[src/design/gamma_correct_channel_scaler_macros.svh]
// assertion helpers for the channel scaler, clocked on i_clk, off during reset
`ifndef GAMMA_CORRECT_CHANNEL_SCALER_MACROS_SVH
`define GAMMA_CORRECT_CHANNEL_SCALER_MACROS_SVH

`ifndef ASSERT_OFF

// consequent checked in the same cycle as the antecedent
`define GCS_ASSERT_SAME(lbl, ante, cons) \
    lbl: assert property (@(posedge i_clk) disable iff (!i_rst_n) (ante) |-> (cons)) \
        else $error("gcs check failed");

// consequent checked in the cycle after the antecedent
`define GCS_ASSERT_NEXT(lbl, ante, cons) \
    lbl: assert property (@(posedge i_clk) disable iff (!i_rst_n) (ante) |=> (cons)) \
        else $error("gcs next-cycle check failed");

// consequent checked once the delay given by dly has passed after the antecedent
`define GCS_ASSERT_DELAY(lbl, ante, dly, cons) \
    lbl: assert property (@(posedge i_clk) disable iff (!i_rst_n) (ante) |-> ##(dly) (cons)) \
        else $error("gcs delayed check failed");

`else

`define GCS_ASSERT_SAME(lbl, ante, cons)
`define GCS_ASSERT_NEXT(lbl, ante, cons)
`define GCS_ASSERT_DELAY(lbl, ante, dly, cons)

`endif

`endif

[src/design/gcs_pkg.sv]
package gcs_pkg;

    localparam int DEF_LINEAR_BITS       = 16;
    localparam int DEF_ENCODE_INDEX_BITS = 12;

    localparam int BYTE_W      = 8;
    localparam int BYTE_CODES  = 256;
    localparam int BYTE_MAX    = 255;
    localparam int FACTOR_W    = 17;
    localparam int FACTOR_FRAC = 16;
    localparam logic [FACTOR_W-1:0] UNIT_FACTOR = 17'h10000;

    localparam int APB_DATA_W = 32;
    localparam int APB_ADDR_W = 5;
    localparam int REG_IDX_W  = 3;

    localparam logic [REG_IDX_W-1:0] REG_FACTOR_RED   = 3'd0;
    localparam logic [REG_IDX_W-1:0] REG_FACTOR_GREEN = 3'd1;
    localparam logic [REG_IDX_W-1:0] REG_FACTOR_BLUE  = 3'd2;
    localparam logic [REG_IDX_W-1:0] REG_FACTOR_ALPHA = 3'd3;
    localparam logic [REG_IDX_W-1:0] REG_SCALE_MODE   = 3'd4;

    localparam logic MODE_BASE     = 1'b0;
    localparam logic MODE_MATERIAL = 1'b1;

    // gamma 2.2 taken as 11/5
    localparam int GAMMA_NUM = 11;
    localparam int GAMMA_DEN = 5;
    localparam int WIDE_W    = 256;

    typedef struct packed {
        logic [BYTE_W-1:0] in_red;
        logic [BYTE_W-1:0] in_green;
        logic [BYTE_W-1:0] in_blue;
        logic [BYTE_W-1:0] in_alpha;
    } t_req;

    typedef struct packed {
        logic [BYTE_W-1:0] out_red;
        logic [BYTE_W-1:0] out_green;
        logic [BYTE_W-1:0] out_blue;
        logic [BYTE_W-1:0] out_alpha;
    } t_res;

    typedef struct packed {
        logic [FACTOR_W-1:0] factor_red;
        logic [FACTOR_W-1:0] factor_green;
        logic [FACTOR_W-1:0] factor_blue;
        logic [FACTOR_W-1:0] factor_alpha;
        logic                scale_mode;
    } t_cfg;

    localparam t_cfg CFG_RESET = '{UNIT_FACTOR, UNIT_FACTOR, UNIT_FACTOR, UNIT_FACTOR,
                                   MODE_BASE};

    // elaboration-time helpers for the curve tables, exact integer compares

    function automatic logic [WIDE_W-1:0] wide_mul_pow(input logic [WIDE_W-1:0] a,
                                                       input logic [31:0] base,
                                                       input int count);
        logic [WIDE_W-1:0] acc;
        acc = a;
        for (int n = 0; n < count; n++) begin
            acc = acc * WIDE_W'(base);
        end
        return acc;
    endfunction

    // round(full * (x/255)^(11/5)): largest m with (2m-1)^5 * 255^11 <= x^11 * (2 full)^5
    function automatic logic [31:0] decode_entry(input logic [BYTE_W-1:0] x,
                                                 input int lin_bits);
        logic [31:0]       full;
        logic [31:0]       lo;
        logic [31:0]       hi;
        logic [31:0]       mid;
        logic [WIDE_W-1:0] rhs;
        logic [WIDE_W-1:0] lhs;
        full = (32'd1 << lin_bits) - 32'd1;
        rhs  = wide_mul_pow(wide_mul_pow(WIDE_W'(1), 32'(x), GAMMA_NUM),
                            32'd2 * full, GAMMA_DEN);
        lo   = '0;
        hi   = full;
        while (lo < hi) begin
            mid = lo + ((hi - lo + 32'd1) >> 1);
            lhs = wide_mul_pow(wide_mul_pow(WIDE_W'(1), 32'd2 * mid - 32'd1, GAMMA_DEN),
                               32'(BYTE_MAX), GAMMA_NUM);
            if (lhs <= rhs) begin
                lo = mid;
            end else begin
                hi = mid - 32'd1;
            end
        end
        return lo;
    endfunction

    // smallest index i with code^11 * D^5 <= i^5 * 255^11, D = 2^idx_bits - 1
    function automatic logic [31:0] encode_threshold(input int code, input int idx_bits);
        logic [31:0]       denom;
        logic [31:0]       lo;
        logic [31:0]       hi;
        logic [31:0]       mid;
        logic [WIDE_W-1:0] lhs;
        logic [WIDE_W-1:0] rhs;
        denom = (32'd1 << idx_bits) - 32'd1;
        lhs   = wide_mul_pow(wide_mul_pow(WIDE_W'(1), 32'(code), GAMMA_NUM), denom, GAMMA_DEN);
        lo    = '0;
        hi    = denom;
        while (lo < hi) begin
            mid = lo + ((hi - lo) >> 1);
            rhs = wide_mul_pow(wide_mul_pow(WIDE_W'(1), mid, GAMMA_DEN),
                               32'(BYTE_MAX), GAMMA_NUM);
            if (rhs >= lhs) begin
                hi = mid;
            end else begin
                lo = mid + 32'd1;
            end
        end
        return lo;
    endfunction

endpackage

[src/design/gcs_fill.sv]
module gcs_fill
    import gcs_pkg::*;
#(
    parameter int ENCODE_INDEX_BITS = DEF_ENCODE_INDEX_BITS
) (
    input  logic                         i_clk,
    input  logic                         i_rst_n,
    output logic                         o_we,
    output logic [ENCODE_INDEX_BITS-1:0] o_addr,
    output logic [BYTE_W-1:0]            o_data,
    output logic                         o_done
);

    // first index that reaches each output code
    logic [ENCODE_INDEX_BITS-1:0] thr_rom [BYTE_CODES];

    for (genvar g = 0; g < BYTE_CODES; g++) begin : g_thr
        assign thr_rom[g] = ENCODE_INDEX_BITS'(encode_threshold(g, ENCODE_INDEX_BITS));
    end

    logic [ENCODE_INDEX_BITS-1:0] r_idx;
    logic [ENCODE_INDEX_BITS-1:0] n_idx;
    logic [BYTE_W-1:0]            r_code;
    logic [BYTE_W-1:0]            n_code;
    logic                         r_done;
    logic                         n_done;
    logic [BYTE_W-1:0]            code_up;
    logic                         step;

    assign code_up = r_code + BYTE_W'(1);
    // bump the code while the next threshold is already reached, else write
    assign step    = (r_code != '1) && (thr_rom[code_up] <= r_idx);

    always_comb begin
        n_idx  = r_idx;
        n_code = r_code;
        n_done = r_done;
        if (!r_done) begin
            if (step) begin
                n_code = code_up;
            end else if (r_idx == '1) begin
                n_done = 1'b1;
            end else begin
                n_idx = r_idx + ENCODE_INDEX_BITS'(1);
            end
        end
    end

    always_ff @(posedge i_clk) begin
        if (!i_rst_n) begin
            r_idx  <= '0;
            r_code <= '0;
            r_done <= 1'b0;
        end else begin
            r_idx  <= n_idx;
            r_code <= n_code;
            r_done <= n_done;
        end
    end

    assign o_we   = !r_done && !step;
    assign o_addr = r_idx;
    assign o_data = r_code;
    assign o_done = r_done;

endmodule

[config.mk]
export PLATFORM = sky130hd
export DESIGN_NAME = gcs_fill
export DESIGN_NICKNAME = d
export VERILOG_FILES = /design/src/design/gamma_correct_channel_scaler_macros.svh /design/src/design/gcs_pkg.sv /design/src/design/gcs_fill.sv
export SDC_FILE = /design/constraint.sdc
export NUM_CORES = 1
export LEC_CHECK = 0
export ABC_CLOCK_PERIOD_IN_PS = 16800
export BUFFER_PORTS_ARGS = -buffer_cell sky130_fd_sc_hd__buf_4
export CORE_MARGIN = 1
export CORE_UTILIZATION = 51
export CTS_CLUSTER_DIAMETER = 200
export DETAILED_ROUTE_END_ITERATION = 10
export PLACE_DENSITY = 0.69
export SETUP_SLACK_MARGIN = 0.4
export SYNTH_ARGS = -nofsm -noshare
export SYNTH_HDL_FRONTEND = slang
export SYNTH_SLANG_ARGS = --single-unit
[constraint.sdc]
create_clock -name i_clk -period 16.8 [get_ports i_clk]
set_clock_uncertainty 0.05 [all_clocks]
set_input_delay 4.2 -clock i_clk [delete_from_list [all_inputs] [get_ports i_clk]]
set_output_delay 4.2 -clock i_clk [all_outputs]
set_load 0.03 [all_outputs]
==> results of run 1 <==
## stage by stage
| stage | util (%) | std cells | worst slack [ns] | hold slack [ns] | area, um^2 |
|---|---|---|---|---|---|
| 2_1_floorplan | - | 750 | 7.55 | 0.557 | 4770 |
| 3_3_place_gp | 55.2 | 821 | 6.75 | 0.423 | 4910 |
| 3_5_place_dp | 55.2 | 821 | 6.56 | 0.447 | 4910 |
| 4_1_cts | 55.7 | 825 | 6.26 | 0.468 | 4950 |
| 5_1_grt | 55.7 | 825 | 5.64 | 0.499 | 4950 |
| 6_report | 55.7 | 825 | 6.01 | 0.458 | 4950 |
## power by group through the flow
stage	clock [mW]	sequential, mW	combinational [mW]
3_5_place_dp	0	0.0627	0.374
4_1_cts	0.0346	0.0615	0.376
2_1_floorplan	0	0.0682	0.265
6_report	0.0341	0.0618	0.394
5_1_grt	0.0356	0.0630	0.418
3_3_place_gp	0	0.0623	0.373
## worst register-to-register path: cells and delay by family (launching register included)
family	cells	cell delay (ns)
and+or+nand+nor	3	1.07
DFF	1	0.82
buffers and inverters	2	0.91
adders and majority gates	3	1.48
AOI/OAI and AO/OA	9	2.66
## worst paths after layout
| path | from | endpoint | slack (ns) | depth (start not counted) |
|---|---|---|---|---|
| worst max register to register | o_data[1] | o_addr[9] | 9.67 | 17 |
| worst max-delay path | o_data[1] | o_we | 6.01 | 17 |
| worst min-delay path | o_addr[11] | o_addr[11] | 0.46 | 2 |
| worst min register to register | o_addr[11] | o_addr[11] | 0.46 | 2 |
## cell type report
class,instances,area (um^2)
fill,866,3940
timing repair buffer,39,293
sequential,21,420
inverter,26,97.6
tap,108,135
clock buffer,3,41.3
clock inverter,1,5.00
multi-input combinational,627,3960
## placed cells by master (no fill, tap or decap), drive strengths merged, types with 5 or more instances in the layout
master,instances
dfxtp,21
o21ai,69
nor4,6
xnor2,8
nand2b,9
a311oi,10
a221oi,8
mux2i,6
o211ai,16
nand2,96
nand3,27
or3,10
o31ai,9
a31oi,10
nor3,17
a21oi,81
a21o,6
a2111oi,6
nor2b,9
a211oi,17
buf,39
o221ai,5
nand4,10
o311ai,6
o22ai,8
xor2,5
nor2,60
a221o,5
inv,25
or2,5
ha,30
a22oi,6
## kinds of logic (layout without fill, tap and decap cells)
kind of cell	count (synthesis)	in the layout	share of synthesized area [%]
xor gates and xnor gates	13	13	2.94
DFF	21	21	8.81
adders and majority gates	30	30	7.87
AOI/OAI and AO/OA	314	314	43.9
buffers and inverters	102	69	9.18
and+or+nand+nor	264	264	26.1
muxes	6	6	1.26
## state kept, by name (all words and copies together) (netlist names)
name / flops
o_done: 1
o_data: 8
o_addr: 12
## per-layer routing
layer / wire (um) / GRT usage [%]
met1: 8020 / 54.6
met2: 8960 / 66.0
met3: 2650 / 8.16
met4: 1270 / 23.2
met5: 0 / 0
==> out/summary.log, run 1 <==
[sta] number of setup violations in the final report 0
[power_and_ir_drop] Switching Power 0.298 mW
[power_and_ir_drop] power density relative to cell area 98.9 nW/um^2
[place] Placer Congestion 1.05
[detailed_routing] detailed-route via count 6287
[clocking] clock transition at the registers of the reported paths 0.08 ns
[logic_synthesis] proportion of synthesized chip area in sequential cells 8.81%
[logic_synthesis] net count after synthesis 782
[floorplan] die footprint 9740 um^2
[detailed_routing] detailed-route vias per instance 7.62
[critical_path] worst-path maximum fanout 89
[clocking] TritonCTS sink count 21
[floorplan] Starting Density 53.6%
[sta] count of pins over their slew limit 0
[grt] pin count of the biggest net entering global routing 90
[critical_path] CP Capture Type output port
[worst_hold_path] type of the tightest min-delay check flop to flop
[clocking] Post-CTS Hold Buffers 0
[detailed_routing] Pre-Repair DR Iteration Count 5
[critical_path] Worst EP required 12.55 ns
[critical_path] maximum cell stage delay along the critical path 0.82 ns
[power_and_ir_drop] LEAKAGE 1.78 nW
[outcome] status complete, no violations
[detailed_routing] Antenna Nets Post-Route 0
[floorplan] I/O pin cnt 24
[power_and_ir_drop] Max VDD drop 0.0899 mV
[sta] final hold violation count 0
[logic_synthesis] top-area cell type share of the netlist area 8.81%
[logic_synthesis] number of instances in the synthesized netlist 750
[logic_synthesis] library cell with the largest summed area after synthesis dfxtp_1
[logic_synthesis] most common library cells after synthesis nand2_1 (95), a21oi_1 (81), o21ai_0 (69)
[critical_path] CP Buf/Inv Count 3
[place] Port Buffers 23
[clocking] clk buf depth 2
[clocking] number of setup buffers added after CTS 0
[logic_synthesis] mean cell area of the mapped netlist 6.36 um^2
[sta] time the worst path needs with I/O delays and setup 10.79 ns
[logic_synthesis] number of enable-type register cells in the synthesized netlist 0
[grt] first-pass GRT wire length 32200 um
[logic_synthesis] Syn Std Cell Area 4770 um^2
[critical_path] crit path DAT 6.54 ns
[sta] worst-case headroom to the max-slew limit 26.1%
[sta] max frequency 0.0927 GHz
[detailed_routing] post-detailed-route wirelength per cell 25.3 um
[floorplan] die width 98.7 um
[critical_path] Critical Path, Cell by Cell ha_1, inv_1, ha_2, buf_4, nand2_1, a21oi_1, o21ai_0, a21oi_1, nor3_1, or4_1, ha_1, o21a_1, o21ai_0, a211oi_1, nor2_1, nor3_1, buf_4
[sta] actual slew at the worst max-slew pin 1.10 ns
[detailed_routing] total DRC errors in the routed layout 0
[grt] antenna violations before repair 0
[clocking] clock latency at the later pin of the worst-skew pair 0.26 ns
[clocking] number of CTS-inserted buffers 3
[clocking] deepest level of the CTS H-tree 1
[grt] total congestion overflow 0
[cells_and_area] Antenna Cells 0
[critical_path] worst-path cell with the longest stage delay dfxtp_1
[power_and_ir_drop] part of the power in combinational logic 80.4%
[grt] number of global-route vias before repair 5639
[cells_and_area] layout overhead on the synthesized area 3.83%
[critical_path] kind of critical path flop to output port
[floorplan] row count 34
[logic_synthesis] biggest area contributors in the synthesized netlist dfxtp_1 (8.8%), a21oi_1 (8.5%), ha_1 (7.9%)
[place] detailed placer's ending HPWL 14100 um
[logic_synthesis] most numerous cell in the Yosys netlist nand2_1
[sta] period utilisation layout 64.2%
[power_and_ir_drop] net switching fraction of the power 60.8%
[power_and_ir_drop] clock network power share 7.0%
[run] count of maximum capacitance violations 0
[power_and_ir_drop] internal power 0.192 mW
[floorplan] die height 98.7 um
[logic_synthesis] Synth Warn # 0
[logic_synthesis] distinct cell type count after synthesis 72
[floorplan] Core ar. 8890 um^2
[sta] Total Neg Setup Slack 0 ns
[detailed_routing] total routed wirelength 20900 um
[power_and_ir_drop] Overall Power 0.490 mW
[grt] GRT Resource Usage Total 42.2%
[logic_synthesis] prevailing post-synth register cell dfxtp_1
[logic_synthesis] number of synthesized register bits 21
[power_and_ir_drop] sequential fraction of design power 12.6%
[sta] RSZ-0062 raised after global routing no
[cells_and_area] fin nets 750
[critical_path] nature of the critical path startpoint flop
[clocking] root buffer cell clkbuf_8
[critical_path] dominant delay contributor by cell family on the critical path adder cells
[clocking] CTS tree done
[logic_synthesis] Post-synth ARST share 0%
[cells_and_area] layout cells sized above 1 9.07%
[detailed_routing] Iter 0 DRT Violations 1135
[clocking] Resize count post-CTS 0
Note: power is estimated with default switching activity, not from simulation.
==> run 2: changes to the inputs <==
Settings changed: ABC_CLOCK_PERIOD_IN_PS 16800 to 11200.
Clock period 16.8 ns to 11.2 ns, I/O delays scaled along.
==> out/summary.log, run 2 (synthesis results as in run 1) <==
[cells_and_area] flip-flop and latch area 420 um^2 [unchanged]
[clocking] Resize count post-CTS 0 [unchanged]
[clocking] number of CTS-inserted buffers 3 [unchanged]
[cells_and_area] commonest non-fill, non-tap cell in the layout nand2_1 [unchanged]
[clocking] CTS tree done [unchanged]
[critical_path] endpoint of the lowest-slack register-to-register path o_addr[6] [was o_addr[9]]
[grt] total congestion overflow 0 [unchanged]
[place] Port Buffers 23 [unchanged]
[worst_hold_path] type of the tightest min-delay check flop to flop [unchanged]
[floorplan] I/O pin cnt 24 [unchanged]
[grt] first-pass GRT wire length 32800 um [was 32200 um]
[detailed_routing] Iter 0 DRT Violations 1214 [was 1135]
[sta] period utilisation layout 83.0%
[sta] RSZ-0062 raised after global routing no [unchanged]
[sta] final hold violation count 0 [unchanged]
[power_and_ir_drop] Max VDD drop 0.141 mV [was 0.0899 mV]
[worst_hold_path] terminating pin of the worst hold path o_addr[11] [unchanged]
[sta] count of pins over their slew limit 0 [unchanged]
[cells_and_area] top library cells by usage in the layout, fill and taps aside nand2_1 (95), a21oi_1 (81), o21ai_0 (69), nor2_1 (59), buf_4 (43) [was nand2_1 (95), a21oi_1 (81), o21ai_0 (69), nor2_1 (59), buf_4 (39)]
[power_and_ir_drop] LEAKAGE 1.80 nW [was 1.78 nW]
[critical_path] kind of critical path flop to output port [unchanged]
[cells_and_area] layout cells sized above 1 9.29% [was 9.07%]
[place] detailed placer's ending HPWL 14300 um [was 14100 um]
[clocking] number of setup buffers added after CTS 0 [unchanged]
[sta] time the worst path needs with I/O delays and setup 9.29 ns
[place] worst setup timing slack at the placement stage 2.53 ns [was 6.56 ns]
[outcome] status complete, no violations [unchanged]
[detailed_routing] Antenna Nets Post-Route 0 [unchanged]
[grt] antenna violations before repair 0 [unchanged]
[detailed_routing] detailed-route vias per instance 7.73 [was 7.62]
[clocking] clock transition at the registers of the reported paths 0.08 ns [about the same]
[clocking] TritonCTS sink count 21 [unchanged]
[critical_path] worst reg-to-reg setup slack 4.16 ns [was 9.67 ns]
[cells_and_area] fin nets 754 [was 750]
[grt] number of global-route vias before repair 5838 [was 5639]
[critical_path] worst-path maximum fanout 46 [was 89]
[floorplan] die footprint 9740 um^2 [unchanged]
[critical_path] crit path DAT 6.44 ns [was 6.54 ns]
[detailed_routing] post-detailed-route wirelength per cell 25.4 um [was 25.3 um]
[critical_path] nature of the critical path startpoint flop [unchanged]
[floorplan] die height 98.7 um [unchanged]
[floorplan] Core ar. 8890 um^2 [unchanged]
[cells_and_area] total area of multi-input combinational cells 3950 um^2 [was 3960 um^2]
[clocking] deepest level of the CTS H-tree 1 [unchanged]
[grt] GRT Resource Usage Total 43.1% [was 42.2%]
[cells_and_area] Antenna Cells 0 [unchanged]
[cells_and_area] flip-flop count of the largest register after layout 12 [unchanged]
[cells_and_area] fill cell count 912 [was 866]
[cells_and_area] layout overhead on the synthesized area 4.28% [was 3.83%]
[sta] worst setup slack after layout 1.91 ns [was 6.01 ns]
[clocking] clk buf depth 2 [unchanged]
[detailed_routing] total routed wirelength 21100 um [was 20900 um]
[clocking] root buffer cell clkbuf_8 [unchanged]
[clocking] clock latency at the later pin of the worst-skew pair 0.27 ns [was 0.26 ns]
[sta] number of setup violations in the final report 0 [unchanged]
[critical_path] count of cells along the worst register-to-register path 17 [unchanged]
[sta] worst-case headroom to the max-slew limit 25.9% [was 26.1%]
[power_and_ir_drop] power density relative to cell area 152 nW/um^2 [was 98.9 nW/um^2]
[run] count of maximum capacitance violations 0 [unchanged]
[detailed_routing] total DRC errors in the routed layout 0 [unchanged]
[place] Placer Congestion 1.10 [was 1.05]
[detailed_routing] detailed-route via count 6406 [was 6287]
[sta] Total Neg Setup Slack 0 ns [unchanged]
[worst_hold_path] number of stages on the worst hold path 2 [unchanged]
[critical_path] CP Capture Type output port [unchanged]
[sta] actual slew at the worst max-slew pin 1.11 ns [was 1.10 ns]
[critical_path] Worst EP required 8.35 ns [was 12.55 ns]
[detailed_routing] Pre-Repair DR Iteration Count 6 [was 5]
[grt] pin count of the biggest net entering global routing 51 [was 90]
[worst_hold_path] Hold Crit Start o_addr[11] [unchanged]
[clocking] Post-CTS Hold Buffers 0 [unchanged]
[critical_path] r2r startpoint o_data[1] [unchanged]
[sta] max frequency 0.108 GHz
[floorplan] die width 98.7 um [unchanged]
[floorplan] Starting Density 53.6% [unchanged]
[floorplan] row count 34 [unchanged]
run 2: cell types whose count changed in the layout (fill, tap and decap cells not counted):
cell	before	now
clkinv_2	1	0
xnor2_2	2	1
buf_4	39	43
clkbuf_1	0	1
xnor2_1	5	6
run 2: where the power goes:
| part | switching, mW | internal [mW] |
|---|---|---|
| Combinational | 0.424 | 0.187 |
| Clock | 0.0261 | 0.0254 |
| Sequential | 0.0114 | 0.0811 |
run 2: per-layer routing:
layer	global-route usage [%]	part of all wire, %	up-vias
li1	-	-	2782
met1	54.5	36	2842
met2	66.8	42	630
met3	7.94	14	152
met4	29.5	7.9	0
met5	0	0	-
run 2: metrics by stage:
| stage | total power, mW | util (%) | instance area (um^2) | hold WS, ns | std cells |
|---|---|---|---|---|---|
| 4_1_cts | 0.723 | 55.9 | 4970 | 0.453 | 829 |
| 3_3_place_gp | 0.667 | 55.4 | 4930 | 0.422 | 825 |
| 6_report | 0.755 | 55.9 | 4970 | 0.451 | 829 |
| 2_1_floorplan | 0.500 | - | 4770 | 0.557 | 750 |
| 5_1_grt | 0.797 | 55.9 | 4970 | 0.483 | 829 |
| 3_5_place_dp | 0.668 | 55.4 | 4930 | 0.437 | 825 |
run 2: layout make-up:
| class | count | area share (%) |
|---|---|---|
| sequential | 21 | 8.45 |
| tap | 108 | 2.72 |
| inverter | 26 | 1.96 |
| clock buffer | 4 | 0.906 |
| timing repair buffer | 43 | 6.49 |
| multi-input combinational | 627 | 79.5 |
run 2: critical path, stage by stage, from the launching register on:
cell and delay (ns):
dfxtp_1 0.79, ha_1 0.26, buf_4 0.23, inv_1 0.13
ha_2 0.92, buf_4 0.54, nand2_1 0.33, nand3_1 0.20
o22ai_1 0.09, a221oi_1 0.42, a221oi_1 0.27, o32ai_1 0.49
ha_1 0.19, nand4_1 0.15, a211oi_1 0.58, nor2_1 0.16
nor3_1 0.21, buf_4 0.19
run 2: how the worst max path moves through the flow:
stage                         start    to
after global placement    o_data[1]  o_we
final                     o_data[1]  o_we
after detailed placement  o_data[1]  o_we
after CTS                 o_data[1]  o_we
after floorplan           o_data[0]  o_we
after global routing      o_data[1]  o_we
==> run 3: changes to the inputs <==
Settings changed: ABC_CLOCK_PERIOD_IN_PS 11200 to 7480, PLACE_DENSITY 0.69 to 0.72.
Clock period 11.2 ns to 7.48 ns, I/O delays scaled along.
==> out/summary.log, run 3 (synthesis results as in run 1) <==
[outcome] status complete, no violations [unchanged]
[cells_and_area] top library cells by usage in the layout, fill and taps aside nand2_1 (95), a21oi_1 (80), o21ai_0 (69), nor2_1 (59), buf_4 (57) [was nand2_1 (95), a21oi_1 (81), o21ai_0 (69), nor2_1 (59), buf_4 (43)]
[sta] max frequency 0.144 GHz
[detailed_routing] post-detailed-route wirelength per cell 26.3 um [was 25.4 um]
[sta] time the worst path needs with I/O delays and setup 6.95 ns
[critical_path] kind of critical path flop to output port [unchanged]
[critical_path] crit path DAT 5.03 ns [was 6.44 ns]
[floorplan] die height 98.7 um [unchanged]
[floorplan] row count 34 [unchanged]
[critical_path] most used cell along the critical path buf_4 [unchanged]
[sta] worst setup slack after layout 0.528 ns [was 1.91 ns]
[sta] RSZ-0062 raised after global routing no [unchanged]
[sta] number of setup violations in the final report 0 [unchanged]
[clocking] TritonCTS sink count 21 [unchanged]
[power_and_ir_drop] Max VDD drop 0.232 mV [was 0.141 mV]
[grt] first-pass GRT wire length 34200 um [was 32800 um]
[power_and_ir_drop] LEAKAGE 1.89 nW [was 1.80 nW]
[place] detailed placer's ending HPWL 15400 um [was 14300 um]
[clocking] root buffer cell clkbuf_8 [unchanged]
[cells_and_area] commonest non-fill, non-tap cell in the layout nand2_1 [unchanged]
[clocking] deepest level of the CTS H-tree 1 [unchanged]
[clocking] clk buf depth 2 [unchanged]
[grt] most heavily used metal layer in global routing met2 [unchanged]
[power_and_ir_drop] power density relative to cell area 231 nW/um^2 [was 152 nW/um^2]
[floorplan] die width 98.7 um [unchanged]
[floorplan] die footprint 9740 um^2 [unchanged]
[grt] global-route track usage on met2 67.6% [was 66.8%]
[grt] pin count of the biggest net entering global routing 50 [was 51]
[clocking] CTS tree done [unchanged]
[critical_path] nature of the critical path startpoint flop [unchanged]
[detailed_routing] Pre-Repair DR Iteration Count 8 [was 6]
[critical_path] worst-path cell with the longest stage delay ha_2 [unchanged]
[grt] antenna violations before repair 0 [unchanged]
[cells_and_area] layout overhead on the synthesized area 7.92% [was 4.28%]
[detailed_routing] Antenna Nets Post-Route 0 [unchanged]
[sta] worst-case hold slack 0.461 ns [was 0.451 ns]
[place] Port Buffers 23 [unchanged]
[detailed_routing] total DRC errors in the routed layout 0 [unchanged]
[detailed_routing] Iter 0 DRT Violations 1126 [was 1214]
[grt] GRT Resource Usage Total 45.4% [was 43.1%]
[floorplan] I/O pin cnt 24 [unchanged]
[detailed_routing] total routed wirelength 22200 um [was 21100 um]
[clocking] clock transition at the registers of the reported paths 0.08 ns [about the same]
[sta] Total Neg Setup Slack 0 ns [unchanged]
[sta] actual slew at the worst max-slew pin 1.09 ns [was 1.11 ns]
[critical_path] maximum cell stage delay along the critical path 0.69 ns [was 0.92 ns]
[critical_path] worst-path maximum fanout 12 [was 46]
[floorplan] Starting Density 53.6% [unchanged]
[critical_path] Critical Path, Cell by Cell clkinv_1, ha_2, buf_4, ha_1, nor2_1, o211ai_1, nand4_1, a211oi_1, a311o_1, ha_1, nor2b_1, o21a_1, o21ai_0, a211oi_1, buf_4, nor2_1, nor3_1, buf_4 [was ha_1, buf_4, inv_1, ha_2, buf_4, nand2_1, nand3_1, o22ai_1, a221oi_1, a221oi_1, o32ai_1, ha_1, nand4_1, a211oi_1, nor2_1, nor3_1, buf_4]
[floorplan] Core ar. 8890 um^2 [unchanged]
[sta] worst-case headroom to the max-slew limit 26.8% [was 25.9%]
[place] Placer Congestion 1.09 [was 1.10]
[critical_path] CP Capture Type output port [unchanged]
[clocking] number of CTS-inserted buffers 3 [unchanged]
[cells_and_area] layout cells sized above 1 11.9% [was 9.29%]
[critical_path] dominant delay contributor by cell family on the critical path adder cells [was compound AO/OA/AOI/OAI gates]
[cells_and_area] Antenna Cells 0 [unchanged]
[worst_hold_path] type of the tightest min-delay check flop to flop [unchanged]
[grt] GR Layer Usage met1 55.8% [was 54.5%]
[cells_and_area] flip-flop count of the largest register after layout 12 [unchanged]
[grt] global-route met3 utilization 12.9% [was 7.94%]
[critical_path] CP Buf/Inv Count 4 [unchanged]
[grt] number of global-route vias before repair 6123 [was 5838]
[grt] total congestion overflow 0 [unchanged]
[cells_and_area] fin nets 770 [was 754]
[sta] count of pins over their slew limit 0 [unchanged]
[clocking] clock latency at the later pin of the worst-skew pair 0.27 ns [about the same]
[detailed_routing] detailed-route via count 6566 [was 6406]
[run] count of maximum capacitance violations 0 [unchanged]
[sta] period utilisation layout 92.9%
[sta] final hold violation count 0 [unchanged]
[detailed_routing] detailed-route vias per instance 7.77 [was 7.73]
[place] worst setup timing slack at the placement stage 0.933 ns [was 2.53 ns]
[critical_path] Worst EP required 5.56 ns [was 8.35 ns]
run 3: stage by stage:
stage               std cells  power, mW  util (%)  cell area [um^2]
floorplan                 750      0.749         -              4770
detailed placement        841       1.04      57.0              5070
finish                    845       1.19      57.9              5150
global route              845       1.24      57.9              5150
global placement          841       1.05      57.0              5070
CTS                       845       1.12      57.5              5110
run 3: final cells by class:
type | count | area, um^2
Inverter | 26 | 97.6
Sequential cell | 21 | 422
Fill cell | 830 | 3740
Tap cell | 108 | 135
Timing Repair Buffer | 59 | 459
Multi-Input combinational cell | 627 | 3990
Clock inverter | 1 | 5.00
Clock buffer | 3 | 41.3
run 3: routing by layer:
metal | share of wire [%] | vias up
met5 | 0 | -
met4 | 7.6 | 0
met3 | 15 | 159
met2 | 42 | 686
met1 | 35 | 2906
li1 | - | 2815
run 3: repair_timing:
item	in CTS	in global routing
hold endpoints to repair	0	0
hold buffers	0	0
buffers inserted	0	0
gates resized for setup	0	6
setup endpoints to repair	0	1
run 3: worst paths after layout:
kind              startpoint    endpoint  slack [ns]  cells after the start
setup / recovery   o_data[1]        o_we        0.53                     18
hold reg to reg   o_addr[11]  o_addr[11]        0.46                      2
hold / removal    o_addr[11]  o_addr[11]        0.46                      2
setup reg to reg   o_data[1]   o_data[7]        1.71                     18
run 3: worst register-to-register path: stages, from the launching register on:
cell      delay [ns]
dfxtp_1         0.54
clkinv_1        0.45
ha_2            0.69
buf_4           0.22
ha_1            0.47
nor2_1          0.10
o211ai_1        0.26
nand4_1         0.19
a211oi_1        0.25
a311o_1         0.22
ha_1            0.27
nor2b_1         0.13
o21a_1          0.17
o21ai_0         0.16
a211oi_1        0.10
buf_4           0.16
o31ai_1         0.83
a21oi_1         0.17
a31o_2          0.25
run 3: power breakdown:
part	switching (mW)	leakage (nW)	internal [mW]	total (mW)
Sequential	0.0210	0.170	0.122	0.143
Combinational	0.654	1.70	0.315	0.969
Clock	0.0395	0.0255	0.0372	0.0767
