`src/design/gamma_correct_channel_scaler_macros.svh`:
```
// assertion helpers for the channel scaler, clocked on i_clk, off during reset
`ifndef GAMMA_CORRECT_CHANNEL_SCALER_MACROS_SVH
`define GAMMA_CORRECT_CHANNEL_SCALER_MACROS_SVH

`ifndef ASSERT_OFF

// consequent checked in the same cycle as the antecedent
`define GCS_ASSERT_SAME(lbl, ante, cons) \
    lbl: assert property (@(posedge i_clk) disable iff (!i_rst_n) (ante) |-> (cons)) \
        else $error("gcs check failed");

// consequent checked in the cycle after the antecedent
`define GCS_ASSERT_NEXT(lbl, ante, cons) \
    lbl: assert property (@(posedge i_clk) disable iff (!i_rst_n) (ante) |=> (cons)) \
        else $error("gcs next-cycle check failed");

// consequent checked once the delay given by dly has passed after the antecedent
`define GCS_ASSERT_DELAY(lbl, ante, dly, cons) \
    lbl: assert property (@(posedge i_clk) disable iff (!i_rst_n) (ante) |-> ##(dly) (cons)) \
        else $error("gcs delayed check failed");

`else

`define GCS_ASSERT_SAME(lbl, ante, cons)
`define GCS_ASSERT_NEXT(lbl, ante, cons)
`define GCS_ASSERT_DELAY(lbl, ante, dly, cons)

`endif

`endif

```
`src/design/gcs_pkg.sv`:
```
package gcs_pkg;

    localparam int DEF_LINEAR_BITS       = 16;
    localparam int DEF_ENCODE_INDEX_BITS = 12;

    localparam int BYTE_W      = 8;
    localparam int BYTE_CODES  = 256;
    localparam int BYTE_MAX    = 255;
    localparam int FACTOR_W    = 17;
    localparam int FACTOR_FRAC = 16;
    localparam logic [FACTOR_W-1:0] UNIT_FACTOR = 17'h10000;

    localparam int APB_DATA_W = 32;
    localparam int APB_ADDR_W = 5;
    localparam int REG_IDX_W  = 3;

    localparam logic [REG_IDX_W-1:0] REG_FACTOR_RED   = 3'd0;
    localparam logic [REG_IDX_W-1:0] REG_FACTOR_GREEN = 3'd1;
    localparam logic [REG_IDX_W-1:0] REG_FACTOR_BLUE  = 3'd2;
    localparam logic [REG_IDX_W-1:0] REG_FACTOR_ALPHA = 3'd3;
    localparam logic [REG_IDX_W-1:0] REG_SCALE_MODE   = 3'd4;

    localparam logic MODE_BASE     = 1'b0;
    localparam logic MODE_MATERIAL = 1'b1;

    // gamma 2.2 taken as 11/5
    localparam int GAMMA_NUM = 11;
    localparam int GAMMA_DEN = 5;
    localparam int WIDE_W    = 256;

    typedef struct packed {
        logic [BYTE_W-1:0] in_red;
        logic [BYTE_W-1:0] in_green;
        logic [BYTE_W-1:0] in_blue;
        logic [BYTE_W-1:0] in_alpha;
    } t_req;

    typedef struct packed {
        logic [BYTE_W-1:0] out_red;
        logic [BYTE_W-1:0] out_green;
        logic [BYTE_W-1:0] out_blue;
        logic [BYTE_W-1:0] out_alpha;
    } t_res;

    typedef struct packed {
        logic [FACTOR_W-1:0] factor_red;
        logic [FACTOR_W-1:0] factor_green;
        logic [FACTOR_W-1:0] factor_blue;
        logic [FACTOR_W-1:0] factor_alpha;
        logic                scale_mode;
    } t_cfg;

    localparam t_cfg CFG_RESET = '{UNIT_FACTOR, UNIT_FACTOR, UNIT_FACTOR, UNIT_FACTOR,
                                   MODE_BASE};

    // elaboration-time helpers for the curve tables, exact integer compares

    function automatic logic [WIDE_W-1:0] wide_mul_pow(input logic [WIDE_W-1:0] a,
                                                       input logic [31:0] base,
                                                       input int count);
        logic [WIDE_W-1:0] acc;
        acc = a;
        for (int n = 0; n < count; n++) begin
            acc = acc * WIDE_W'(base);
        end
        return acc;
    endfunction

    // round(full * (x/255)^(11/5)): largest m with (2m-1)^5 * 255^11 <= x^11 * (2 full)^5
    function automatic logic [31:0] decode_entry(input logic [BYTE_W-1:0] x,
                                                 input int lin_bits);
        logic [31:0]       full;
        logic [31:0]       lo;
        logic [31:0]       hi;
        logic [31:0]       mid;
        logic [WIDE_W-1:0] rhs;
        logic [WIDE_W-1:0] lhs;
        full = (32'd1 << lin_bits) - 32'd1;
        rhs  = wide_mul_pow(wide_mul_pow(WIDE_W'(1), 32'(x), GAMMA_NUM),
                            32'd2 * full, GAMMA_DEN);
        lo   = '0;
        hi   = full;
        while (lo < hi) begin
            mid = lo + ((hi - lo + 32'd1) >> 1);
            lhs = wide_mul_pow(wide_mul_pow(WIDE_W'(1), 32'd2 * mid - 32'd1, GAMMA_DEN),
                               32'(BYTE_MAX), GAMMA_NUM);
            if (lhs <= rhs) begin
                lo = mid;
            end else begin
                hi = mid - 32'd1;
            end
        end
        return lo;
    endfunction

    // smallest index i with code^11 * D^5 <= i^5 * 255^11, D = 2^idx_bits - 1
    function automatic logic [31:0] encode_threshold(input int code, input int idx_bits);
        logic [31:0]       denom;
        logic [31:0]       lo;
        logic [31:0]       hi;
        logic [31:0]       mid;
        logic [WIDE_W-1:0] lhs;
        logic [WIDE_W-1:0] rhs;
        denom = (32'd1 << idx_bits) - 32'd1;
        lhs   = wide_mul_pow(wide_mul_pow(WIDE_W'(1), 32'(code), GAMMA_NUM), denom, GAMMA_DEN);
        lo    = '0;
        hi    = denom;
        while (lo < hi) begin
            mid = lo + ((hi - lo) >> 1);
            rhs = wide_mul_pow(wide_mul_pow(WIDE_W'(1), mid, GAMMA_DEN),
                               32'(BYTE_MAX), GAMMA_NUM);
            if (rhs >= lhs) begin
                hi = mid;
            end else begin
                lo = mid + 32'd1;
            end
        end
        return lo;
    endfunction

endpackage

```
`src/design/gcs_cfg.sv`:
```
module gcs_cfg
    import gcs_pkg::*;
(
    input  logic                  i_clk,
    input  logic                  i_rst_n,
    input  logic                  psel,
    input  logic                  penable,
    input  logic                  pwrite,
    input  logic [APB_ADDR_W-1:0] paddr,
    input  logic [APB_DATA_W-1:0] pwdata,
    output logic [APB_DATA_W-1:0] prdata,
    output logic                  pready,
    output t_cfg                  o_cfg
);

    t_cfg                 r_cfg;
    t_cfg                 n_cfg;
    logic                 wr_en;
    logic [REG_IDX_W-1:0] reg_idx;

    assign pready  = 1'b1;
    assign reg_idx = paddr[APB_ADDR_W-1:2];
    assign wr_en   = psel && penable && pwrite && pready;

    always_comb begin
        n_cfg = r_cfg;
        if (wr_en) begin
            case (reg_idx)
                REG_FACTOR_RED:   n_cfg.factor_red   = pwdata[FACTOR_W-1:0];
                REG_FACTOR_GREEN: n_cfg.factor_green = pwdata[FACTOR_W-1:0];
                REG_FACTOR_BLUE:  n_cfg.factor_blue  = pwdata[FACTOR_W-1:0];
                REG_FACTOR_ALPHA: n_cfg.factor_alpha = pwdata[FACTOR_W-1:0];
                REG_SCALE_MODE:   n_cfg.scale_mode   = pwdata[0];
                default:          n_cfg = r_cfg;
            endcase
        end
    end

    always_ff @(posedge i_clk) begin
        if (!i_rst_n) begin
            r_cfg <= CFG_RESET;
        end else begin
            r_cfg <= n_cfg;
        end
    end

    always_comb begin
        case (reg_idx)
            REG_FACTOR_RED:   prdata = APB_DATA_W'(r_cfg.factor_red);
            REG_FACTOR_GREEN: prdata = APB_DATA_W'(r_cfg.factor_green);
            REG_FACTOR_BLUE:  prdata = APB_DATA_W'(r_cfg.factor_blue);
            REG_FACTOR_ALPHA: prdata = APB_DATA_W'(r_cfg.factor_alpha);
            REG_SCALE_MODE:   prdata = APB_DATA_W'(r_cfg.scale_mode);
            default:          prdata = '0;
        endcase
    end

    assign o_cfg = r_cfg;

endmodule

```
`config.mk`:
```
export PLATFORM = sky130hd
export DESIGN_NAME = gcs_cfg
export DESIGN_NICKNAME = d
export VERILOG_FILES = /design/src/design/gamma_correct_channel_scaler_macros.svh /design/src/design/gcs_pkg.sv /design/src/design/gcs_cfg.sv
export SDC_FILE = /design/constraint.sdc
export NUM_CORES = 1
export LEC_CHECK = 0
export BUFFER_PORTS_ARGS = -buffer_cell sky130_fd_sc_hd__buf_2
export CORE_MARGIN = 3
export CORE_UTILIZATION = 45
export DETAILED_ROUTE_END_ITERATION = 16
export PLACE_DENSITY = 0.82
export SYNTH_ARGS = -nofsm -noshare
export SYNTH_HDL_FRONTEND = slang
export SYNTH_SLANG_ARGS = --single-unit
export TNS_END_PERCENT = 50
```
`constraint.sdc`:
```
create_clock -name i_clk -period 2.3 [get_ports i_clk]
set_input_delay 0.23 -clock i_clk [delete_from_list [all_inputs] [get_ports i_clk]]
set_output_delay 0.23 -clock i_clk [all_outputs]
set_load 0.005 [all_outputs]
```
==> results.sh, run 1 <==
export IMPL_route_vias_total=2552
export IMPL_synth_sequential_area_ratio=0.4235
export IMPL_maxCapViolations=0
export IMPL_grt_antenna_before_repair=0
export IMPL_largest_buffer_count_on_any_clock_path=2
export IMPL_layout_drive_gt1_share=0.3656
export IMPL_clk_pin_slew_worst_paths_ns=0.06
export IMPL_crit_slowest_cell="sky130_fd_sc_hd__mux4_2"
export IMPL_non_filler_cells_final=520
export IMPL_hold_worst_slack_ns=0.2039
export IMPL_die_width_um=91.14
export IMPL_critPathKind="in2out"
export IMPL_worst_ir_drop_vdd_v=0.0002769
export IMPL_dp_cells=504
export IMPL_setup_violations=0
export IMPL_grt_setup_unrepaired="false"
export IMPL_route_final_wire_length_um=7697
export IMPL_numPortBuffers=110
export IMPL_number_of_hold_buffers_added_after_cts=0
export IMPL_timing_final_crit_share=0.7759
export IMPL_grt_start_max_net_pins=44
export IMPL_crit_required_ns=2.07
export IMPL_finalMaxSlewViolations=0
export IMPL_first_global_vias=2541
export IMPL_postCtsResizedCells=0
export IMPL_drt_first_pass_iters=4
export IMPL_accumulated_negative_setup_slack_ns=0
export IMPL_critical_path_startpoint_type="input pin"
export IMPL_cp_buffers_inverters=2
export IMPL_status="complete, no violations"
export IMPL_postRouteAntennaNets=0
export IMPL_post_drt_wl_per_cell_um=14.80
export IMPL_tritoncts="yes"
export IMPL_timing_max_slew_rel_slack=0.6031
export IMPL_sequential_cell_area_mm2=0.001381
export IMPL_cpMostUsedCell="sky130_fd_sc_hd__buf_2"
export IMPL_design_core_area_mm2=0.006907
export IMPL_finalWeightedCongestion=0.7394
export IMPL_class_of_the_most_critical_hold_timing_path="in2reg"
export IMPL_hpwl_dp_um=5579
export IMPL_fill_cells=607
export IMPL_netlist_area_mm2=0.003262
export IMPL_clock_skew_ns=0
export IMPL_max_stage_delay_ns=0.57
export IMPL_ys_ff_latch=69
export IMPL_tightestPinTransition_ns=0.5953
export IMPL_initial_util=0.4723
export IMPL_avgSynthCellArea_um2=10.42
export IMPL_cts_htree_levels=3
export IMPL_flip_flop_count_of_the_largest_register_all_copies_and_words_added=69
export IMPL_num_io_pins=144
export IMPL_cts_inserted_buffers=9
export IMPL_chipHeight_um=91.14
export IMPL_fp_row_count=30
export IMPL_synthesis_instances=313
export IMPL_power_density_mw_per_mm2=580.7
export IMPL_synth_cell_type_count=21
export IMPL_grt_overflow_total=0
export IMPL_clock_fmax_ghz=0.5603
export IMPL_multi_input_area_mm2=0.001673
export IMPL_global_route_usage_over_all_layers=0.1905
export IMPL_post_route_core_utilization=0.5792
export IMPL_wire_length_of_the_first_global_routing_pass_um=12640
export IMPL_static_leakage_power_nw=1.858
export IMPL_avgViaCountPerCell=4.908
export IMPL_yosys_top_cells_area="sky130_fd_sc_hd__dfxtp_1, sky130_fd_sc_hd__mux2i_1, sky130_fd_sc_hd__mux4_2, sky130_fd_sc_hd__nand2_1, sky130_fd_sc_hd__buf_4"
export IMPL_setup_worst_path_end_class="output pin"
export IMPL_synth_top_cell_area_share=0.4235
export IMPL_design_final_nets=461
export IMPL_cts_repair_timing_setup_buffer_count=0
export IMPL_final_hold_violation_count=0
export IMPL_yosys_warnings=0
export IMPL_root_buffer="sky130_fd_sc_hd__clkbuf_8"
export IMPL_cp_max_fo=16
export IMPL_floorplan_die_area_mm2=0.008307
export IMPL_cp_cell_sequence="buf_2, mux4_2, nor2b_1, buf_2"
export IMPL_post_synthesis_cell_type_with_the_largest_combined_area="sky130_fd_sc_hd__dfxtp_1"
export IMPL_sinks_on_clock_net=69
export IMPL_antenna_cells=0
export IMPL_layout_min_cycle_time_ns=1.785
export IMPL_clk_insertion_delay_late_ns=0.33
export IMPL_critical_path_arrival_ns=1.55
export IMPL_post_route_drc_count=0
export IMPL_drt_iter0_drc=84
export IMPL_areaGrowthSynthToFinish_pct=22.63
export IMPL_critical_path_top_delay_family="buffers and inverters"
[per-layer routing]
metal | global-route usage | share of wire | vias up
met5 | 0 | 0 | -
met2 | 0.3188 | 0.49 | 87
met3 | 0.05468 | 0.065 | 8
met1 | 0.2293 | 0.43 | 1218
met4 | 0.07789 | 0.013 | 0
li1 | - | - | 1239
[final cells by class]
| cell class | instances | area share |
|---|---|---|
| multi-input cells | 218 | 0.4182 |
| clock inverters | 4 | 0.01189 |
| flip-flops and latches | 69 | 0.3453 |
| clock buffers | 12 | 0.03628 |
| repair buffers | 121 | 0.1583 |
| well taps | 96 | 0.03003 |
[placed cells by master (no fill, tap or decap), drive strengths merged]
master      n
nor2        3
mux2i      71
o21ai       1
dfxtp      69
nor2b      21
nor3        1
buf       121
clkinvlp    1
nand4b      1
clkinv      2
o31a        1
nand2      83
nand4       1
conb       16
clkbuf     12
bufinv      1
nor3b       2
mux4       16
or3         1
[Yosys cell counts]
master / number
sky130_fd_sc_hd__mux4_2: 16
sky130_fd_sc_hd__mux2i_1: 71
sky130_fd_sc_hd__clkbuf_2: 1
sky130_fd_sc_hd__nor2b_1: 21
sky130_fd_sc_hd__clkbuf_1: 12
sky130_fd_sc_hd__conb_1: 2
sky130_fd_sc_hd__buf_12: 1
sky130_fd_sc_hd__buf_2: 1
sky130_fd_sc_hd__buf_6: 2
sky130_fd_sc_hd__o21ai_0: 1
sky130_fd_sc_hd__nand2_1: 83
sky130_fd_sc_hd__nand4_1: 1
sky130_fd_sc_hd__nand4b_4: 1
sky130_fd_sc_hd__nor3_1: 1
sky130_fd_sc_hd__o31a_1: 1
sky130_fd_sc_hd__or3_1: 1
sky130_fd_sc_hd__nor3b_1: 2
sky130_fd_sc_hd__nor2_4: 1
sky130_fd_sc_hd__buf_4: 23
sky130_fd_sc_hd__nor2_1: 2
sky130_fd_sc_hd__dfxtp_1: 69
[worst paths after layout]
check	start	endpoint	slack (ns)	depth (start not counted)
min reg2reg	o_cfg[32]	o_cfg[32]	0.47	2
max	paddr[3]	prdata[10]	0.52	4
max reg2reg	o_cfg[0]	o_cfg[0]	1.65	2
min	pwdata[16]	o_cfg[68]	0.20	3
[metrics by stage]
stage	area [um^2]	worst slack [ns]	total power, mW
final	4000	0.5153	2.323
after CTS	4000	0.4992	2.350
after detailed placement	3807	0.4386	1.398
after floorplan	3314	0.8453	1.359
after global placement	3807	0.5026	1.394
after global routing	4000	0.4191	2.423
[report_power, final]
group          internal, mW  leakage [nW]  switching [mW]
sequential             1.20         0.556         0.00640
combinational        0.0622          1.20          0.0986
clock                 0.528        0.0964           0.425
[kinds of logic (layout without fill, tap and decap cells)]
kind of cell	Yosys count	in the layout	share of synthesized area
compound gates	2	2	0.004218
buf+inv	40	137	0.08285
flops	69	69	0.4235
mux	87	87	0.3283
other cells	2	16	0.002302
simple gates	113	113	0.1588
[tightest hold or removal path, delay by kind of cell]
family | cells | cell delay (ns)
multiplexers | 1 | 0.11
buffers and inverters | 1 | 0.08
AND/OR/NAND/NOR | 1 | 0.07
Note: power is estimated with default switching activity, not from simulation.
==> run 2, diff against run 1 <==
--- a/config.mk
+++ b/config.mk
@@ -5,11 +5,12 @@
 export SDC_FILE = /design/constraint.sdc
 export NUM_CORES = 1
 export LEC_CHECK = 0
+export ABC_AREA = 1
 export BUFFER_PORTS_ARGS = -buffer_cell sky130_fd_sc_hd__buf_2
 export CORE_MARGIN = 3
 export CORE_UTILIZATION = 45
 export DETAILED_ROUTE_END_ITERATION = 16
-export PLACE_DENSITY = 0.82
+export PLACE_DENSITY = 0.8
 export SYNTH_ARGS = -nofsm -noshare
 export SYNTH_HDL_FRONTEND = slang
 export SYNTH_SLANG_ARGS = --single-unit
==> constraint.sdc (replaced) <==
create_clock -name i_clk -period 1.8 [get_ports i_clk]
set_input_delay 0.18 -clock i_clk [delete_from_list [all_inputs] [get_ports i_clk]]
set_output_delay 0.18 -clock i_clk [all_outputs]
set_load 0.005 [all_outputs]
==> run 2 against run 1 <==
  * Non-clock buffer count down 3
  * Synthesized area up 11%
  * Critical endpoint is now prdata[14]
  * Hold slack worse by 0.051 ns
  * Core utilization down 2.5 points
==> results.sh, run 2 <==
export IMPL_clk_insertion_delay_late_ns=0.33
export IMPL_proportion_of_power_drawn_by_flip_flops_and_latches=0.520
export IMPL_setup_violations=0
export IMPL_timing_max_slew_rel_slack=0.6639
export IMPL_cp_max_fo=9
export IMPL_synth_edf_count=0
export IMPL_postRouteAntennaNets=0
export IMPL_areaGrowthSynthToFinish_pct=18.84
export IMPL_accumulated_negative_setup_slack_ns=0
export IMPL_grt_start_max_net_pins=44
export IMPL_num_io_pins=144
export IMPL_root_buffer="sky130_fd_sc_hd__clkbuf_8"
export IMPL_synth_top_cell_area_share=0.3816
export IMPL_first_global_vias=3145
export IMPL_route_vias_total=3652
export IMPL_cts_repair_timing_setup_buffer_count=0
export IMPL_design_final_nets=702
export IMPL_fp_row_count=32
export IMPL_grt_overflow_total=0
export IMPL_final_hold_violation_count=0
export IMPL_sinks_on_clock_net=69
export IMPL_wire_length_of_the_first_global_routing_pass_um=15430
export IMPL_postCtsResizedCells=0
export IMPL_most_common_cell_after_layout_fill_and_taps_aside="sky130_fd_sc_hd__nand2_1"
export IMPL_grt_antenna_before_repair=0
export IMPL_crit_required_ns=1.62
export IMPL_design_core_area_mm2=0.007767
export IMPL_initial_util=0.4660
export IMPL_number_of_hold_buffers_added_after_cts=0
export IMPL_synth_ff_type="sky130_fd_sc_hd__dfxtp_1"
export IMPL_critical_path_startpoint_type="input pin"
export IMPL_sequential_cell_area_mm2=0.001381
export IMPL_final_cell_mix="sky130_fd_sc_hd__nand2_1, sky130_fd_sc_hd__nor2_1, sky130_fd_sc_hd__buf_2"
export IMPL_power_combinational_fraction=0.103
export IMPL_synth_most_common_cell="sky130_fd_sc_hd__nand2_1"
export IMPL_synth_sequential_area_ratio=0.3816
export IMPL_flip_flop_count_of_the_largest_register_all_copies_and_words_added=69
export IMPL_synth_cell_type_count=21
export IMPL_netsw_mw=0.7852
export IMPL_chipHeight_um=95.69
export IMPL_die_width_um=95.69
export IMPL_route_final_wire_length_um=9894
export IMPL_netlist_area_mm2=0.003620
export IMPL_clk_network_pwr_share=0.378
export IMPL_status="complete, no violations"
export IMPL_post_synthesis_cell_type_with_the_largest_combined_area="sky130_fd_sc_hd__dfxtp_1"
export IMPL_worst_ir_drop_vdd_v=0.0003140
export IMPL_avgSynthCellArea_um2=6.418
export IMPL_hold_worst_slack_ns=0.1526
export IMPL_floorplan_die_area_mm2=0.009156
export IMPL_largest_buffer_count_on_any_clock_path=2
export IMPL_grt_setup_unrepaired="false"
export IMPL_critPathKind="in2out"
export IMPL_numPortBuffers=110
export IMPL_drt_first_pass_iters=5
export IMPL_tightestPinTransition_ns=0.5042
export IMPL_clock_fmax_ghz=0.6648
export IMPL_critical_path_arrival_ns=1.32
export IMPL_static_leakage_power_nw=2.229
export IMPL_hpwl_dp_um=7241
export IMPL_clk_pin_slew_worst_paths_ns=0.08
export IMPL_post_route_drc_count=0
export IMPL_synthesis_instances=564
export IMPL_clock_skew_ns=0
export IMPL_cellInternalPower_mw=2.218
export IMPL_setup_worst_path_end_class="output pin"
export IMPL_dp_cells=751
export IMPL_maxCapViolations=0
export IMPL_yosys_warnings=0
export IMPL_tritoncts="yes"
export IMPL_yosys_top_cells_area="sky130_fd_sc_hd__dfxtp_1, sky130_fd_sc_hd__nand2_1, sky130_fd_sc_hd__nor2_1, sky130_fd_sc_hd__nand3_1, sky130_fd_sc_hd__buf_4"
export IMPL_power_density_mw_per_mm2=698.2
export IMPL_cts_inserted_buffers=9
export IMPL_synth_top_cells_by_count="sky130_fd_sc_hd__nand2_1, sky130_fd_sc_hd__nor2_1, sky130_fd_sc_hd__dfxtp_1"
export IMPL_timing_final_crit_share=0.8356
export IMPL_ys_ff_latch=69
export IMPL_finalWeightedCongestion=0.9062
export IMPL_avgViaCountPerCell=4.761
export IMPL_post_drt_wl_per_cell_um=12.90
export IMPL_cts_htree_levels=3
export IMPL_global_route_usage_over_all_layers=0.2184
export IMPL_finalMaxSlewViolations=0
export IMPL_drt_iter0_drc=236
export IMPL_multi_input_area_mm2=0.001757
export IMPL_synth_async_sr_flop_share=0
export IMPL_class_of_the_most_critical_hold_timing_path="in2reg"
export IMPL_antenna_cells=0
export IMPL_layout_drive_gt1_share=0.2271
export IMPL_fill_cells=810
export IMPL_layout_min_cycle_time_ns=1.504
export IMPL_power_share_switching=0.2614
export IMPL_non_filler_cells_final=767
## run 2: cell types whose count changed after synthesis, moves of 16 or more
cell	before	now
sky130_fd_sc_hd__nand2_1	83	155
sky130_fd_sc_hd__mux4_2	16	0
sky130_fd_sc_hd__nor2_1	2	147
sky130_fd_sc_hd__mux2i_1	71	0
sky130_fd_sc_hd__nor2b_1	21	0
sky130_fd_sc_hd__inv_1	0	48
sky130_fd_sc_hd__a21oi_1	0	17
sky130_fd_sc_hd__nand3_1	0	55
## run 2: cell families (layout without fill, tap and decap cells)
kind of cell / Yosys count / count (layout) / synth area share
and+or+nand+nor: 373 / 373 / 0.4397
buffers and inverters: 99 / 186 / 0.1476
DFF: 69 / 69 / 0.3816
AOI/OAI and AO/OA: 21 / 21 / 0.02904
other: 2 / 16 / 0.002075
## run 2: final timing paths
| kind | startpoint | endpoint | slack [ns] | depth (start not counted) |
|---|---|---|---|---|
| worst max register to register | o_cfg[38] | o_cfg[38] | 1.18 | 2 |
| worst min register to register | o_cfg[61] | o_cfg[61] | 0.50 | 2 |
| worst min-delay path | pwdata[16] | o_cfg[51] | 0.15 | 3 |
| worst max-delay path | paddr[3] | prdata[14] | 0.30 | 10 |
## run 2: worst max-delay path, cell delays in order
cell and delay, ns:
sky130_fd_sc_hd__buf_2 0.19, sky130_fd_sc_hd__inv_2 0.11, sky130_fd_sc_hd__nand2_2 0.08, sky130_fd_sc_hd__nor2_4 0.22
sky130_fd_sc_hd__buf_4 0.19, sky130_fd_sc_hd__nand2_1 0.05, sky130_fd_sc_hd__nand2_1 0.09, sky130_fd_sc_hd__inv_1 0.05
sky130_fd_sc_hd__nand2_1 0.06, sky130_fd_sc_hd__buf_2 0.10
## run 2: metrics by stage
| step | setup WS [ns] | util | area [um^2] | power [mW] |
|---|---|---|---|---|
| detailed placement | 0.2929 | 0.5309 | 4124 | 1.902 |
| finish | 0.2958 | 0.5538 | 4302 | 3.003 |
| global route | 0.1793 | 0.5538 | 4302 | 3.137 |
| floorplan | 0.6759 | - | 3672 | 1.823 |
| CTS | 0.2877 | 0.5538 | 4302 | 3.024 |
| global placement | 0.3168 | 0.5309 | 4124 | 1.896 |
## run 2: final cells by class
type	instances	share of cell area
Multi-Input combinational cell	410	0.4084
Sequential cell	69	0.3211
Timing Repair Buffer	118	0.1536
Inverter	52	0.04596
Clock buffer	12	0.03607
Tap cell	102	0.02967
Clock inverter	4	0.005236
## run 2: metal layers
metal / vias up / wire length [um] / global-route usage
li1: 1865 / - / -
met1: 1630 / 4551 / 0.3064
met2: 142 / 4402 / 0.3301
met3: 15 / 781 / 0.04893
met4: 0 / 159 / 0.07227
met5: - / 0 / 0
## run 2: power by group through the flow
stage / Clock, mW / Combinational [mW] / Sequential [mW]
floorplan: 0 / 0.228 / 1.60
finish: 1.13 / 0.308 / 1.56
CTS: 1.16 / 0.307 / 1.56
global route: 1.23 / 0.348 / 1.56
global placement: 0 / 0.302 / 1.59
detailed placement: 0 / 0.306 / 1.60
==> run 3, diff against run 2 <==
--- a/config.mk
+++ b/config.mk
@@ -5,12 +5,12 @@
 export SDC_FILE = /design/constraint.sdc
 export NUM_CORES = 1
 export LEC_CHECK = 0
-export ABC_AREA = 1
+export ABC_AREA = 0
 export BUFFER_PORTS_ARGS = -buffer_cell sky130_fd_sc_hd__buf_2
 export CORE_MARGIN = 3
-export CORE_UTILIZATION = 45
+export CORE_UTILIZATION = 43
 export DETAILED_ROUTE_END_ITERATION = 16
-export PLACE_DENSITY = 0.8
+export PLACE_DENSITY = 0.82
 export SYNTH_ARGS = -nofsm -noshare
 export SYNTH_HDL_FRONTEND = slang
 export SYNTH_SLANG_ARGS = --single-unit
==> constraint.sdc (replaced) <==
create_clock -name i_clk -period 1.3 [get_ports i_clk]
set_input_delay 0.13 -clock i_clk [delete_from_list [all_inputs] [get_ports i_clk]]
set_output_delay 0.13 -clock i_clk [all_outputs]
set_load 0.005 [all_outputs]
==> run 3 against run 2 <==
  * The flow now finishes with violations (negative setup slack)
  * Die area fell by 5.3%
  * Critical path depth decreased by 7
  * Non-clock buffer count up 34
  * First-iteration DRC count decreased by 67%
  * Core utilization grew 5.8 points
  * Via count fell by 25%
  * Cell count shrank 28%
  * Count of clock-buffer cells in the layout shrank 3
  * Combinational power rose by 9.4%
  * Power is 54% higher
  * Worst setup slack worse by 0.53 ns
  * Sequential cell count did not move
  * Critical path type is now reg2out
  * Highest routed layer unchanged
==> results.sh, run 3 (synthesis results as in run 1) <==
export IMPL_wire_length_of_the_first_global_routing_pass_um=13880
export IMPL_status="finished with violations"
export IMPL_floorplan_die_area_mm2=0.008667
export IMPL_drt_first_pass_iters=4
export IMPL_flip_flop_count_of_the_largest_register_all_copies_and_words_added=69
export IMPL_critPathKind="reg2out"
export IMPL_final_hold_violation_count=0
export IMPL_grt_start_max_net_pins=46
export IMPL_static_leakage_power_nw=2.094
export IMPL_reg2reg_capture_point="o_cfg[17]"
export IMPL_finalWeightedCongestion=0.7492
export IMPL_wirelength_met1_um=3442
export IMPL_root_buffer="sky130_fd_sc_hd__clkbuf_8"
export IMPL_areaGrowthSynthToFinish_pct=36.67
export IMPL_grt_setup_unrepaired="true"
export IMPL_fill_cells=637
export IMPL_grt_antenna_before_repair=0
export IMPL_setup_violations=17
export IMPL_setup_worst_path_end_class="output pin"
export IMPL_report_power_total_mw=4.615
export IMPL_chipHeight_um=93.10
export IMPL_violations="negative setup slack"
export IMPL_dp_cells=516
export IMPL_maxCapViolations=0
export IMPL_sequential_cell_area_mm2=0.001440
export IMPL_class_of_the_most_critical_hold_timing_path="in2reg"
export IMPL_cts_htree_levels=3
export IMPL_route_vias_total=2730
export IMPL_first_global_vias=2827
export IMPL_design_final_nets=492
export IMPL_initial_util=0.4473
export IMPL_final_cell_mix="sky130_fd_sc_hd__buf_2, sky130_fd_sc_hd__nand2_1, sky130_fd_sc_hd__mux2i_1"
export IMPL_post_route_worst_setup_slack_ns=-0.2382
export IMPL_global_route_usage_over_all_layers=0.2052
export IMPL_post_route_core_utilization=0.6114
export IMPL_post_route_drc_count=0
export IMPL_clk_insertion_delay_late_ns=0.33
export IMPL_critical_path_startpoint="o_cfg[59]"
export IMPL_num_io_pins=144
export IMPL_tritoncts="yes"
export IMPL_rrSetupSlack_ns=0.53
export IMPL_die_width_um=93.10
export IMPL_design_core_area_mm2=0.007292
export IMPL_critical_path_arrival_ns=1.41
export IMPL_clock_fmax_ghz=0.6501
export IMPL_power_density_mw_per_mm2=1035
export IMPL_wire_length_on_met3_um=452
export IMPL_most_common_cell_after_layout_fill_and_taps_aside="sky130_fd_sc_hd__buf_2"
export IMPL_finalMaxSlewViolations=0
export IMPL_largest_buffer_count_on_any_clock_path=2
export IMPL_top_layer="met4"
export IMPL_non_filler_cells_final=554
export IMPL_grt_overflow_total=0
export IMPL_timing_final_crit_share=1.183
export IMPL_route_final_wire_length_um=8610
export IMPL_post_drt_wl_per_cell_um=15.54
export IMPL_multi_input_area_mm2=0.001695
export IMPL_critical_path_startpoint_type="flop"
export IMPL_numPortBuffers=110
export IMPL_drt_iter0_drc=78
export IMPL_layout_drive_gt1_share=0.5231
export IMPL_avgViaCountPerCell=4.928
export IMPL_postRouteAntennaNets=0
export IMPL_layout_min_cycle_time_ns=1.538
export IMPL_sinks_on_clock_net=69
export IMPL_fp_row_count=31
export IMPL_cp_max_fo=3
export IMPL_worst_r2r_startpoint="o_cfg[17]"
export IMPL_number_of_hold_buffers_added_after_cts=0
export IMPL_antenna_cells=0
export IMPL_clk_pin_slew_worst_paths_ns=0.09
export IMPL_worst_ir_drop_vdd_v=0.0005783
export IMPL_worst_r2r_cell_count=3
export IMPL_crit_required_ns=1.17
export IMPL_hpwl_dp_um=6019
export IMPL_wl_met2_um=4550
export IMPL_cts_inserted_buffers=9
export IMPL_critical_path_endpoint="prdata[7]"
export IMPL_clock_skew_ns=0
## run 3: cell types whose count changed in the layout (fill, tap and decap cells not counted), moves of 18 or more
cell                      delta
sky130_fd_sc_hd__nand2_1    -72
sky130_fd_sc_hd__nor2_1    -145
sky130_fd_sc_hd__dfxtp_2    +47
sky130_fd_sc_hd__nand3_1    -55
sky130_fd_sc_hd__nor2b_1    +18
sky130_fd_sc_hd__dfxtp_1    -47
sky130_fd_sc_hd__buf_4      +31
sky130_fd_sc_hd__inv_1      -48
sky130_fd_sc_hd__mux2i_1    +71
## run 3: how the worst min path moves through the flow
| stage | from | to | slack (ns) | depth (start not counted) |
|---|---|---|---|---|
| 2_1_floorplan | pwdata[16] | o_cfg[68] | 0.32 | 2 |
| 3_3_place_gp | pwdata[16] | o_cfg[68] | 0.43 | 3 |
| 3_5_place_dp | pwdata[16] | o_cfg[68] | 0.43 | 3 |
| 4_1_cts | pwdata[16] | o_cfg[68] | 0.07 | 3 |
| 5_1_grt | pwdata[16] | o_cfg[51] | 0.10 | 3 |
| 6_report | pwdata[3] | o_cfg[55] | 0.10 | 3 |
## run 3: repair_timing
item	4_1_cts	5_1_grt
buffers inserted	19	3
endpoints found under the setup margin	17	17
resized for setup	41	11
## run 3: layout make-up
class,instances,share of cell area
Clock buffer,9,0.02779
Clock inverter,7,0.02722
Multi-Input combinational cell,218,0.3803
Sequential cell,69,0.3230
Tap cell,99,0.02779
Timing Repair Buffer,152,0.2139
## run 3: critical path: stages (launching register included)
cell	delay [ns]
sky130_fd_sc_hd__dfxtp_2	0.33
sky130_fd_sc_hd__mux4_2	0.47
sky130_fd_sc_hd__nor2b_4	0.15
sky130_fd_sc_hd__buf_2	0.12
## run 3: per-layer routing
layer	GRT usage	vias to the layer above
met5	0	-
met1	0.2471	1309
li1	-	1300
met4	0.08669	0
met2	0.3545	101
met3	0.04264	20
## run 3: stage by stage
| stage | area (um^2) | setup slack [ns] | setup TNS (ns) | hold slack [ns] |
|---|---|---|---|---|
| after floorplan | 3314 | 0.04529 | 0 | 0.3201 |
| after CTS | 4417 | -0.2466 | -3.702 | 0.07296 |
| after global placement | 3966 | -0.01698 | -0.1356 | 0.4280 |
| final | 4458 | -0.2382 | -3.414 | 0.1046 |
| after detailed placement | 3966 | -0.07729 | -0.3254 | 0.4337 |
| after global routing | 4458 | -0.2748 | -4.469 | 0.1035 |
## run 3: where the power goes
group	total, mW	leakage, nW	switching [mW]	internal [mW]
Combinational	0.337	1.39	0.189	0.148
Sequential	2.14	0.576	0.0104	2.13
Clock	2.14	0.124	0.855	1.28
